**src/rtl/lbdr_pkg.sv**
```systemverilog
// ----------------------------------------------------------------------------
// lbdr_pkg
// Shared codes and constants for the lockout debounce and button remap block.
// ----------------------------------------------------------------------------
`default_nettype none

package lbdr_pkg;

    // Request opcodes
    localparam logic OP_SAMPLE    = 1'b0;
    localparam logic OP_MAP_WRITE = 1'b1;

    // Configuration register indexes: windows first, then masks, one per port
    localparam logic [1:0] REG_WIN_BASE  = 2'd0;
    localparam logic [1:0] REG_MASK_BASE = 2'd2;

    // Field widths fixed by the interface
    localparam int WORD_W   = 32;
    localparam int WIN_W    = 8;
    localparam int SHIFT_W  = 6;
    localparam int PINSEL_W = 5;

    // Largest legal map value (button bit 31 plus one)
    localparam logic [SHIFT_W-1:0] MAP_MAX = 6'd32;

    typedef logic [WORD_W-1:0]  word_t;
    typedef logic [SHIFT_W-1:0] shift_t;

endpackage : lbdr_pkg

`default_nettype wire

```
**src/rtl/lbdr_ram.sv**
```systemverilog
// ----------------------------------------------------------------------------
// lbdr_ram
// Generic single-write, single-read RAM with registered read data.
// ----------------------------------------------------------------------------
`default_nettype none

module lbdr_ram #(
    parameter int WIDTH = 8,
    parameter int DEPTH = 64,
    localparam int ADDR_W = (DEPTH > 1) ? $clog2(DEPTH) : 1
) (
    input  wire logic              clk,
    input  wire logic              we,
    input  wire logic [ADDR_W-1:0] waddr,
    input  wire logic [WIDTH-1:0]  wdata,
    input  wire logic [ADDR_W-1:0] raddr,
    output logic      [WIDTH-1:0]  rdata
);

    logic [WIDTH-1:0] mem [DEPTH];

    always_ff @(posedge clk)
    begin
        if (we)
        begin
            mem[waddr] <= wdata;
        end
        rdata <= mem[raddr];
    end

endmodule : lbdr_ram

`default_nettype wire

```
**src/rtl/lockout_button_debounce_remap_top.sv**
```systemverilog
// ----------------------------------------------------------------------------
// lockout_button_debounce_remap_top
// Eager-lockout debounce of GPIO pins with per-pin button remapping.
// ----------------------------------------------------------------------------
// A sample request keeps in_ready low from acceptance until its result is
// closed out, so a new sample is not taken before then: one pin per cycle
// goes through a single shared lockout compare, with the lockout-time and
// pin-map memories read in the cycle before the compare, then a close-out
// step that waits for the result register to be free.
// A map-write request returns nothing; a request for a port not below PORTS
// is taken and dropped. Both memories reset to zero via per-entry valid bits,
// so no clearing pass is needed after reset. Registers may only be written
// while no request is in flight.
// ----------------------------------------------------------------------------
`default_nettype none

module lockout_button_debounce_remap_top
    import lbdr_pkg::*;
#(
    parameter int PORTS = 2,
    parameter int PINS  = 32
) (
    input  wire logic                clk,
    input  wire logic                rst_n,

    // Configuration write port
    input  wire logic                cfg_wr_en,
    input  wire logic [1:0]          cfg_addr,
    input  wire logic [WORD_W-1:0]   cfg_wdata,

    // Request channel
    input  wire logic                in_valid,
    output logic                     in_ready,
    input  wire logic                opcode,
    input  wire logic                port,
    input  wire logic [WORD_W-1:0]   gpio_levels,
    input  wire logic [WORD_W-1:0]   now_ms,
    input  wire logic [PINSEL_W-1:0] map_pin,
    input  wire logic [SHIFT_W-1:0]  map_shift,

    // Result channel
    output logic                     out_valid,
    input  wire logic                out_ready,
    output logic [WORD_W-1:0]        filtered_pins,
    output logic [WORD_W-1:0]        buttons,
    output logic                     report_changed
);

    localparam int DEPTH  = PORTS * PINS;
    localparam int ADDR_W = (DEPTH > 1) ? $clog2(DEPTH) : 1;
    localparam int PIN_W  = (PINS > 1) ? $clog2(PINS) : 1;
    localparam int CNT_W  = $clog2(PINS + 1);
    localparam logic [WORD_W-1:0] PIN_PRESENT = {WORD_W{1'b1}} >> (WORD_W - PINS);

    // Sequencer states
    localparam logic [1:0] S_IDLE   = 2'd0;
    localparam logic [1:0] S_WALK   = 2'd1;
    localparam logic [1:0] S_FINISH = 2'd2;

    logic [1:0]       state_reg, state_next;
    logic [CNT_W-1:0] cnt_reg, cnt_next;

    // Configuration
    logic [WIN_W-1:0] win_cfg_reg  [PORTS];
    word_t            mask_cfg_reg [PORTS];

    // Per-port state
    logic [PINS-1:0]  acc_reg  [PORTS];
    logic [PINS-1:0]  last_reg [PORTS];
    word_t            btn_reg  [PORTS];

    // Working copy of the request in flight
    logic             port_reg;
    logic [PINS-1:0]  pins_reg;
    logic [PINS-1:0]  chg_reg;
    logic [WIN_W-1:0] win_reg;
    word_t            now_reg;
    word_t            until_reg;

    // Valid bits standing in for the memories' reset
    logic [DEPTH-1:0] lock_vld_reg;
    logic [DEPTH-1:0] map_vld_reg;
    logic             lock_rd_vld_reg;
    logic             map_rd_vld_reg;

    // Result register
    logic             out_valid_reg;
    word_t            out_pins_reg;
    word_t            out_btn_reg;
    logic             out_chg_reg;

    function automatic logic [ADDR_W-1:0] entry_addr(input logic p, input logic [PIN_W-1:0] n);
        entry_addr = ADDR_W'(int'(p) * PINS + int'(n));
    endfunction

    // ------------------------------------------------------------------
    // Request decode
    // ------------------------------------------------------------------
    logic            in_fire;
    logic            port_ok;
    logic            start_sample;
    logic            map_wr;
    word_t           mask_in;
    logic [PINS-1:0] pins_in;

    assign in_ready     = (state_reg == S_IDLE);
    assign in_fire      = in_valid && in_ready;
    assign port_ok      = (int'(port) < PORTS);
    assign start_sample = in_fire && port_ok && (opcode == OP_SAMPLE);
    assign map_wr       = in_fire && port_ok && (opcode == OP_MAP_WRITE)
                          && (int'(map_pin) < PINS);
    assign mask_in      = mask_cfg_reg[port] & PIN_PRESENT;
    assign pins_in      = PINS'(~gpio_levels & mask_in);

    // ------------------------------------------------------------------
    // Memory addressing: read pin cnt, evaluate pin cnt-1
    // ------------------------------------------------------------------
    logic [PIN_W-1:0]  rd_pin;
    logic [PIN_W-1:0]  ev_pin;
    logic [ADDR_W-1:0] rd_addr;
    logic [ADDR_W-1:0] ev_addr;
    logic [ADDR_W-1:0] map_waddr;

    assign rd_pin    = (int'(cnt_reg) < PINS) ? PIN_W'(cnt_reg) : '0;
    assign ev_pin    = PIN_W'(cnt_reg - 1'b1);
    assign rd_addr   = entry_addr(port_reg, rd_pin);
    assign ev_addr   = entry_addr(port_reg, ev_pin);
    assign map_waddr = entry_addr(port, PIN_W'(map_pin));

    word_t  lock_rdata;
    shift_t map_rdata;
    shift_t map_wdata;

    assign map_wdata = (map_shift <= MAP_MAX) ? map_shift : '0;

    // ------------------------------------------------------------------
    // Shared lockout compare and toggle logic
    // ------------------------------------------------------------------
    logic   eval_en;
    logic   take;
    logic   lock_we;
    word_t  lock_cur;
    shift_t map_cur;
    word_t  diff;
    word_t  btn_flip;

    assign eval_en  = (state_reg == S_WALK) && (cnt_reg != '0);
    assign lock_cur = lock_rd_vld_reg ? lock_rdata : '0;
    assign map_cur  = map_rd_vld_reg ? map_rdata : '0;
    assign diff     = now_reg - lock_cur;
    assign take     = eval_en && chg_reg[ev_pin] && ((win_reg == '0) || !diff[WORD_W-1]);
    assign lock_we  = take && (win_reg != '0);
    assign btn_flip = (map_cur != '0) ? (word_t'(1) << PINSEL_W'(map_cur - 6'd1)) : '0;

    lbdr_ram #(
        .WIDTH (WORD_W),
        .DEPTH (DEPTH)
    ) u_lock_ram (
        .clk   (clk),
        .we    (lock_we),
        .waddr (ev_addr),
        .wdata (until_reg),
        .raddr (rd_addr),
        .rdata (lock_rdata)
    );

    lbdr_ram #(
        .WIDTH (SHIFT_W),
        .DEPTH (DEPTH)
    ) u_map_ram (
        .clk   (clk),
        .we    (map_wr),
        .waddr (map_waddr),
        .wdata (map_wdata),
        .raddr (rd_addr),
        .rdata (map_rdata)
    );

    // ------------------------------------------------------------------
    // Close-out of a sample
    // ------------------------------------------------------------------
    logic            out_free;
    logic            finish_go;
    logic [PINS-1:0] acc_final;
    logic            differs;

    assign out_free  = !out_valid_reg || out_ready;
    assign finish_go = (state_reg == S_FINISH) && out_free;
    assign acc_final = (win_reg == '0) ? pins_reg : acc_reg[port_reg];
    assign differs   = (acc_final != last_reg[port_reg]);

    // ------------------------------------------------------------------
    // Sequencer
    // ------------------------------------------------------------------
    always_comb
    begin
        state_next = state_reg;
        cnt_next   = cnt_reg;
        case (state_reg)
            S_IDLE:
            begin
                if (start_sample)
                begin
                    state_next = S_WALK;
                    cnt_next   = '0;
                end
            end
            S_WALK:
            begin
                if (int'(cnt_reg) == PINS)
                begin
                    state_next = S_FINISH;
                end
                else
                begin
                    cnt_next = cnt_reg + 1'b1;
                end
            end
            S_FINISH:
            begin
                if (out_free)
                begin
                    state_next = S_IDLE;
                end
            end
            default:
            begin
                state_next = S_IDLE;
            end
        endcase
    end

    always_ff @(posedge clk or negedge rst_n)
    begin
        if (!rst_n)
        begin
            state_reg <= S_IDLE;
            cnt_reg   <= '0;
        end
        else
        begin
            state_reg <= state_next;
            cnt_reg   <= cnt_next;
        end
    end

    // ------------------------------------------------------------------
    // Configuration registers
    // ------------------------------------------------------------------
    always_ff @(posedge clk or negedge rst_n)
    begin
        if (!rst_n)
        begin
            for (int p = 0; p < PORTS; p++)
            begin
                win_cfg_reg[p]  <= '0;
                mask_cfg_reg[p] <= '0;
            end
        end
        else if (cfg_wr_en)
        begin
            for (int p = 0; p < PORTS; p++)
            begin
                if (cfg_addr == 2'(REG_WIN_BASE + 2'(p)))
                begin
                    win_cfg_reg[p] <= cfg_wdata[WIN_W-1:0];
                end
                if (cfg_addr == 2'(REG_MASK_BASE + 2'(p)))
                begin
                    mask_cfg_reg[p] <= cfg_wdata;
                end
            end
        end
    end

    // ------------------------------------------------------------------
    // Request capture (payload, no reset)
    // ------------------------------------------------------------------
    always_ff @(posedge clk)
    begin
        if (start_sample)
        begin
            port_reg  <= port;
            pins_reg  <= pins_in;
            chg_reg   <= (pins_in ^ acc_reg[port]) & PINS'(mask_in);
            win_reg   <= win_cfg_reg[port];
            now_reg   <= now_ms;
            until_reg <= now_ms + word_t'(win_cfg_reg[port]);
        end
    end

    // ------------------------------------------------------------------
    // Memory valid bits
    // ------------------------------------------------------------------
    always_ff @(posedge clk or negedge rst_n)
    begin
        if (!rst_n)
        begin
            lock_vld_reg    <= '0;
            map_vld_reg     <= '0;
            lock_rd_vld_reg <= 1'b0;
            map_rd_vld_reg  <= 1'b0;
        end
        else
        begin
            lock_rd_vld_reg <= lock_vld_reg[rd_addr];
            map_rd_vld_reg  <= map_vld_reg[rd_addr];
            if (lock_we)
            begin
                lock_vld_reg[ev_addr] <= 1'b1;
            end
            if (map_wr)
            begin
                map_vld_reg[map_waddr] <= 1'b1;
            end
        end
    end

    // ------------------------------------------------------------------
    // Per-port debounce state
    // ------------------------------------------------------------------
    always_ff @(posedge clk or negedge rst_n)
    begin
        if (!rst_n)
        begin
            for (int p = 0; p < PORTS; p++)
            begin
                acc_reg[p]  <= '0;
                last_reg[p] <= '0;
                btn_reg[p]  <= '0;
            end
        end
        else
        begin
            if (take)
            begin
                btn_reg[port_reg] <= btn_reg[port_reg] ^ btn_flip;
                if (win_reg != '0)
                begin
                    acc_reg[port_reg][ev_pin] <= !acc_reg[port_reg][ev_pin];
                end
            end
            if (finish_go)
            begin
                acc_reg[port_reg] <= acc_final;
                if (differs)
                begin
                    last_reg[port_reg] <= acc_final;
                end
            end
        end
    end

    // ------------------------------------------------------------------
    // Result register
    // ------------------------------------------------------------------
    always_ff @(posedge clk or negedge rst_n)
    begin
        if (!rst_n)
        begin
            out_valid_reg <= 1'b0;
        end
        else if (finish_go)
        begin
            out_valid_reg <= 1'b1;
        end
        else if (out_ready)
        begin
            out_valid_reg <= 1'b0;
        end
    end

    always_ff @(posedge clk)
    begin
        if (finish_go)
        begin
            out_pins_reg <= word_t'(acc_final);
            out_btn_reg  <= btn_reg[port_reg];
            out_chg_reg  <= differs;
        end
    end

    assign out_valid      = out_valid_reg;
    assign filtered_pins  = out_pins_reg;
    assign buttons        = out_btn_reg;
    assign report_changed = out_chg_reg;

    // ------------------------------------------------------------------
    // Assertions
    // ------------------------------------------------------------------
    a_cnt_range: assert property (@(posedge clk) disable iff (!rst_n)
        (state_reg == S_WALK) |-> (int'(cnt_reg) <= PINS))
        else $error("pin counter ran past the last pin");

    a_lock_write: assert property (@(posedge clk) disable iff (!rst_n)
        lock_we |-> ((state_reg == S_WALK) && (win_reg != '0) && (cnt_reg != '0)))
        else $error("lockout write outside a windowed walk");

    a_finish_out: assert property (@(posedge clk) disable iff (!rst_n)
        finish_go |=> (out_valid_reg && (state_reg == S_IDLE)))
        else $error("finished sample did not produce a result");

    a_map_idle: assert property (@(posedge clk) disable iff (!rst_n)
        (in_fire && (opcode == OP_MAP_WRITE)) |=> ((state_reg == S_IDLE) && $stable(out_valid_reg)
                                                    || (state_reg == S_IDLE) && !out_valid_reg))
        else $error("map write started a walk or produced a result");

    a_no_overwrite: assert property (@(posedge clk) disable iff (!rst_n)
        (out_valid_reg && !out_ready) |=> (out_valid_reg && $stable(out_pins_reg)))
        else $error("pending result was overwritten");

endmodule : lockout_button_debounce_remap_top

`default_nettype wire
```
**config.mk**
```make
export PLATFORM = sky130hd
export DESIGN_NAME = lockout_button_debounce_remap_top
export DESIGN_NICKNAME = d
export VERILOG_FILES = /design/src/rtl/lbdr_pkg.sv /design/src/rtl/lbdr_ram.sv /design/src/rtl/lockout_button_debounce_remap_top.sv
export SDC_FILE = /design/constraint.sdc
export NUM_CORES = 2
export LEC_CHECK = 0
export ABC_AREA = 1
export BUFFER_PORTS_ARGS = -buffer_cell sky130_fd_sc_hd__clkbuf_2
export CAP_MARGIN = 20
export CORE_MARGIN = 2
export CORE_UTILIZATION = 57
export CTS_CLUSTER_DIAMETER = 60
export DETAILED_ROUTE_END_ITERATION = 7
export PLACE_DENSITY = 0.73
export SKIP_LAST_GASP = 1
export SYNTH_ARGS = -nofsm -noshare
export SYNTH_HDL_FRONTEND = slang
export SYNTH_SLANG_ARGS = --single-unit
```
**constraint.sdc**
```tcl
create_clock -name clk -period 8.1 [get_ports clk]
set_input_delay 0.405 -clock clk [delete_from_list [all_inputs] [get_ports clk]]
set_output_delay 0.405 -clock clk [all_outputs]
set_load 0.02 [all_outputs]
```
# --- Word-level counts from Yosys, hierarchy flattened ---
# Memories as Yosys holds them, arrays and structs flattened. A register that Yosys moved wholly into a read port is not among the register bits.
# Index checks and enable logic that the tools add are counted.
word_totals:
  memories: 2
  latch_bits: 0
  romBits: 0
  ramBits: 2432
  reg_bits: 613
  in_bits: 116
  out_inout_bits: 67
op_classes:
  n_mux: 62
  bitwise_logic: 10
  n_eq_ne: 11
  multipliers: 0
  div: 0
  shift: 1
  reduce_logical: 32
  n_addsub: 8
  n_lt_le_gt_ge: 12
memory_table:
  columns: ["memory", "depth", "word_bits", "rd", "rd_clocked_by_memory_dff", "write_ports", "line", "text"]
  rows:
  - ["u_lock_ram.mem", 64, 32, 1, 1, 1, "lbdr_ram.sv:20", "logic [WIDTH-1:0] mem [DEPTH];"]
  - ["u_map_ram.mem", 64, 6, 1, 1, 1, "lbdr_ram.sv:20", null]
ops:
  columns: ["op", "count"]
  rows:
  - ["$mux W32", 20]
  - ["$bwmux W64", 4]
  - ["$mux W64", 3]
  - ["$or A64 B64 Y64", 2]
  - ["$and A32 B32 Y32", 2]
  - ["$demux W32 S1", 2]
  - ["$xor A32 B32 Y32", 2]
  - ["$add A32 B8 Y32", 1]
  - ["$ne A32 B32 Y1", 1]
  - ["$not A32 Y32", 1]
  - ["$shl A1 B5 Y32 const A", 1]
  - ["$sub A32 B32 Y32", 1]
  - ["$mux W6", 4]
  - ["$mux W8", 3]
  - ["$lt A6 B7 Y1 const B", 3]
  - ["$add A6 B5 Y6", 3]
  - ["$mux W1", 13]
  - ["$bmux W1 S6", 2]
  - ["$demux W1 S6", 2]
  - ["$ge A6 B1 Y1 const B", 2]
  - ["$logic_and A1 B1 Y1", 12]
  - ["$pmux W6 S2", 1]
  - ["$reduce_bool A6 Y1", 2]
  - ["$bmux W1 S5", 2]
  - ["other kinds (27)", 47]

# --- Longest topological paths before layout ---
logic_depth:
  ltp_word: 12
  depth_mapped: 22
  mapped_depth_nobuf: 20

# --- By module ---
# Synthesis repeated with hierarchy kept, for this count alone.
hier_totals:
  hier_cells: 11838
  area_unflattened_um2: 129762.0
modules_own_cells:
  columns: ["mod", "cells_each", "area_each_um2", "n_inst"]
  rows:
  - ["lbdr_ram (u_lock_ram)", 6769, 82738.1, 1]
  - ["lockout_button_debounce_remap_top", 3693, 31093.6, 1]
  - ["lbdr_ram (u_map_ram)", 1376, 15930.3, 1]

# --- Worst setup path before layout ---
# OpenSTA, ideal clock, no wires.
synth_timing:
  path_kind: "reg-to-reg"
  startpoint: "register state_reg[0]"
  endpoint: "register cnt_reg[3]"
  arrival_time_ps: 7627
  path_stages_with_launch: 9
  setup_ps: 424
  slack_ps: 49
  synth_period_minus_slack_ps: 8051
  n_path_buf: 0
  path_cell_list: "dfrtp_1 > nor2_1 > nand2_1 > nor2_1 > a21oi_1 > inv_1 > nand2_1 > nor2_1 > nor3_1"
synth_via:
  elab_chain_cells: 5
synth_rtl:
  columns: ["element", "line", "text"]
  rows:
  - ["start, declared", "lockout_button_debounce_remap_top.sv:60", "logic [1:0] state_reg, state_next;"]
  - ["start signal, assigned", "lockout_button_debounce_remap_top.sv:242", "state_reg <= state_next;"]
  - ["$logic_not A2 Y1", "lockout_button_debounce_remap_top.sv:106", "assign in_ready = (state_reg == S_IDLE);"]
  - ["named net in_ready", "lockout_button_debounce_remap_top.sv:33", "output logic in_ready,"]
  - ["$logic_and A1 B1 Y1", "lockout_button_debounce_remap_top.sv:107", "assign in_fire = in_valid && in_ready;"]
  - ["$logic_and A1 B1 Y1", "lockout_button_debounce_remap_top.sv:109", "assign start_sample = in_fire && port_ok && (opcode == OP_SAMPLE);"]
  - ["named net start_sample", "lockout_button_debounce_remap_top.sv:101", "logic start_sample;"]
  - ["$ne A2 B1 Y1 (no source line)", null, null]
  - ["$reduce_and A3 Y1 (no source line)", null, null]
  - ["end signal, assigned", "lockout_button_debounce_remap_top.sv:243", "cnt_reg <= cnt_next;"]
  - ["end, declared", "lockout_button_debounce_remap_top.sv:61", "logic [CNT_W-1:0] cnt_reg, cnt_next;"]
# The timed path passes the listed nets, and every way through them passes these cells.
# A chain may end at the register's enable or synchronous reset.

# --- Worst setup path after layout ---
layout_timing:
  startpoint: "register lock_rd_vld_reg"
  endpoint: "memory u_lock_ram.mem[6][23] (netlist name) (enable)"
layout_via:
  elab_chain_cells: 8
layout_rtl:
  columns: ["element", "line", "text"]
  rows:
  - ["start, declared", "lockout_button_debounce_remap_top.sv:83", "logic lock_rd_vld_reg;"]
  - ["start signal, assigned", "lockout_button_debounce_remap_top.sv:306", "lock_rd_vld_reg <= lock_vld_reg[rd_addr];"]
  - ["$mux W32", "lockout_button_debounce_remap_top.sv:148", "assign lock_cur = lock_rd_vld_reg ? lock_rdata : '0;"]
  - ["$sub A32 B32 Y32", "lockout_button_debounce_remap_top.sv:150", "assign diff = now_reg - lock_cur;"]
  - ["$logic_not A1 Y1", "lockout_button_debounce_remap_top.sv:151", "assign take = eval_en && chg_reg[ev_pin] && ((win_reg == '0) || !diff[WORD_W-1]);"]
  - ["$logic_or A1 B1 Y1", "lockout_button_debounce_remap_top.sv:151", null]
  - ["$logic_and A1 B1 Y1", "lockout_button_debounce_remap_top.sv:151", null]
  - ["$logic_and A1 B1 Y1", "lockout_button_debounce_remap_top.sv:152", "assign lock_we = take && (win_reg != '0);"]
  - ["$mux W1", "lbdr_ram.sv:24", "if (we)"]
  - ["$mux W1 (implied by the code)", "lbdr_ram.sv:26", "mem[waddr] <= wdata;"]
  - ["end, declared", "lbdr_ram.sv:20", null]
# No other way between the ends.

==> impl_metrics.ini <==
[synthesis]
synth_flop_cell = edfxtp_1
synth_top_family_by_area = simple AND/OR/NAND/NOR gates
postSynthAreaPerCell_um2 = 12.3
syn-num-nets = 10626
synth-warning-count = 0
postSynthCellCount = 10465
synth_fa_ha_area_frac = 0.00444
synthMuxAreaShare = 0.00506
ys_types = 45
synth-simple-area-share = 0.138
yosysSeqAreaShare = 0.701
synth_xor_area_frac = 0.00749
synth_edf_count = 2634
synthesis.area_um2 = 129000
synth_compound_area_frac = 0.111
synthArstFlopShare = 0.133
ys_ff_latch = 3083

[power_and_ir_drop]
finalPower_w = 0.0504
p_seq_frac = 0.377
switching_share = 0.383
p_switching_w = 0.0193
internal_power_w = 0.0311
vdd_ir_drop_max_uv = 319
pwr_density_cell_nw_per_um2 = 351
power.leakage_nw = 49.6
power_frac_comb = 0.343
clockPowerShare = 0.280

[drt]
firstDrtPassIters = 8
wl_mm = 367
drtIter0Drc = 13028
drcViolationCount = 0
wl_per_cell_um = 26.7
vias = 87671
ant_nets = 0
vias_per_cell = 6.38

[setup_path]
crit_path_max_incr_delay_ns = 1.08
critical_path_buf_inv_count = 2
cp_slowest_cell = dfrtp_1
endpoint_kind = flip-flop
worstPathArrival_ns = 7.20
crit_required_ns = 8.64
critPathMaxFanout = 62
cp-start-kind = flip-flop
cp_cell_sequence = nand2_1, ha_1, a21oi_1, o21ai_0, nand2_1, nand2_1, nor2_1, nand3_1, nand3_4, nand2_2, inv_2, nand2_4, inv_1, nand2_1, nor2_4
path_delay_family = simple AND/OR/NAND/NOR gates
crit_top_cell = nand2_1
crit_type = reg2reg

[timing]
min_period_ns = 6.66
tns_ns = 0
tightest_slew_ns = 1.26
fmax_mhz = 150
finalHoldViolCount = 0
slew_violations = 0
fin_skew_ns = 0.0558
max_slew_margin = 0.153
finalSetupViolCount = 0
period_share = 0.822
whs_ns = 0.0557
rsz0062_at_grt = no

[clocking]
clock_latency_ns = 0.97
cts_made_buffers = 320
cts_num_sinks = 3083
post_cts_buffers = 0
cts_resized = 0
cts_tree = done
cts_htree_levels = 5
ctsRootBufferMaster = clkbuf_16
clk_pin_slew_ns = 0.06
clock_path_buffers = 4

[finish]
num-nets-final = 10656
top_register = u_lock_ram.mem
layout-drive-gt1-share = 0.130
largest_reg_flops = 2048
area_growth_pct = 11.4
reg_top3 = u_lock_ram.mem: 2048 flops, u_map_ram.mem: 384 flops
layout_commonest_cell = edfxtp_1
mostFrequentLayoutCells = edfxtp_1 (2634), nor2_1 (1704), nand2_1 (1197)
final_core_util = 0.638

[floorplan]
start_util = 0.573
core-area_um2 = 224000
die-area_um2 = 229000
die_x_um = 479
fp-row-count = 174
io_pins = 183
die_height_um = 479

[run_status]
status = finished, final reports clean

[place]
gp_congestion = 0.919
hpwl_mm = 211
portBuffers = 182

[global_route]
grt_pass1_wl_mm = 538
grt_max_degree = 199
antenna_found_initial = 13
first_global_vias = 82633
grt_overflow_total = 0
grt_usage = 0.313

[flow_run]
max_cap_violations = 0

[min_path]
hold_class = in2async
-- metrics by stage --
step / std cells / worst slack, ns / instance area [µm²]
2_1_floorplan: 10465 / 0.0491 / 129000
3_3_place_gp: 13049 / 1.73 / 132000
3_5_place_dp: 13060 / 1.70 / 132000
4_1_cts: 13723 / 1.65 / 143000
5_1_grt: 13730 / 1.23 / 143000
6_report: 13733 / 1.44 / 143000
-- final timing paths --
check	startpoint	to	slack [ns]	cells past startpoint
max	lock_rd_vld_reg	u_lock_ram.mem[6][23]	1.44	15
min	rst_n	btn_reg[50]	0.06	2
max reg2reg	lock_rd_vld_reg	u_lock_ram.mem[6][23]	1.44	15
min reg2reg	map_vld_reg[20]	map_vld_reg[20]	0.46	2
max in group asynchronous	rst_n	btn_reg[11]	6.55	3
min in group clk	map_pin[3]	map_vld_reg[4]	0.06	3
-- cells by family after synthesis --
group / after synthesis
and+or+nand+nor: 4132
adders and majority gates: 45
DFF: 3083
buffers and inverters: 1042
AOI/OAI and AO/OA: 1988
xor gates and xnor gates: 110
muxes: 65
-- layer usage --
| metal | global-route usage | vias to the layer above | wire length [µm] |
|---|---|---|---|
| li1 | - | 38285 | - |
| met1 | 0.442 | 43225 | 141000 |
| met2 | 0.471 | 5232 | 166000 |
| met3 | 0.0652 | 917 | 40100 |
| met4 | 0.145 | 12 | 19300 |
| met5 | 0.00311 | - | 167 |
-- synth_stat cells (2+ instances only) --
cell type,number,area (µm²)
o21a_1,3,22.5
nand2_1,1199,4500
nor3_1,24,120
or2_1,2,12.5
and3_1,2,12.5
buf_4,21,158
inv_1,301,1130
nor2_1,1780,6680
o31ai_1,166,1250
a21oi_1,52,260
buf_2,183,916
nand4_1,79,494
o32ai_1,138,1210
nand2_2,10,62.6
xor2_1,89,780
clkbuf_1,453,1700
o21ai_0,427,2140
inv_2,10,37.5
nand3b_1,8,60.1
clkbuf_2,3,15.0
o211ai_1,776,5830
o311ai_0,235,2060
buf_1,62,233
a21o_1,2,15.0
dfrtp_1,411,10300
edfxtp_1,2634,79100
o22ai_1,5,31.3
or2_2,513,3210
dfxtp_1,38,761
o221ai_1,16,140
nor2_4,2,22.5
o311ai_1,83,727
nor4_1,5,31.3
nor2_2,4,25.0
xnor2_1,21,184
o21ai_1,33,165
mux2i_1,65,651
ha_1,44,551
o21bai_1,50,375
nand3_1,503,2520
buf_6,9,101
-- power groups by stage --
stage | combinational [W] | clock (W) | sequential [W]
after global routing | 0.0184 | 0.0148 | 0.0191
after CTS | 0.0168 | 0.0142 | 0.0190
final | 0.0173 | 0.0141 | 0.0190
after detailed placement | 0.0167 | 0 | 0.0193
after floorplan | 0.0105 | 0 | 0.0194
after global placement | 0.0163 | 0 | 0.0193
-- area by class of cell --
| type | count | area [µm²] |
|---|---|---|
| sequential | 3083 | 90100 |
| clock buffer | 413 | 8560 |
| antenna | 7 | 17.5 |
| tap | 2992 | 3740 |
| fill | 16139 | 81200 |
| multi-input combinational | 6340 | 34800 |
| inverter | 311 | 1190 |
| timing repair buffer | 439 | 3550 |
| clock inverter | 148 | 1260 |
-- repair_timing --
action / 4_1_cts / 5_1_grt
hold buffers: 102 / 0
endpoints found under the setup margin: 0 / 0
endpoints found under the hold margin: 288 / 0
(Power assumes the default switching activity.)
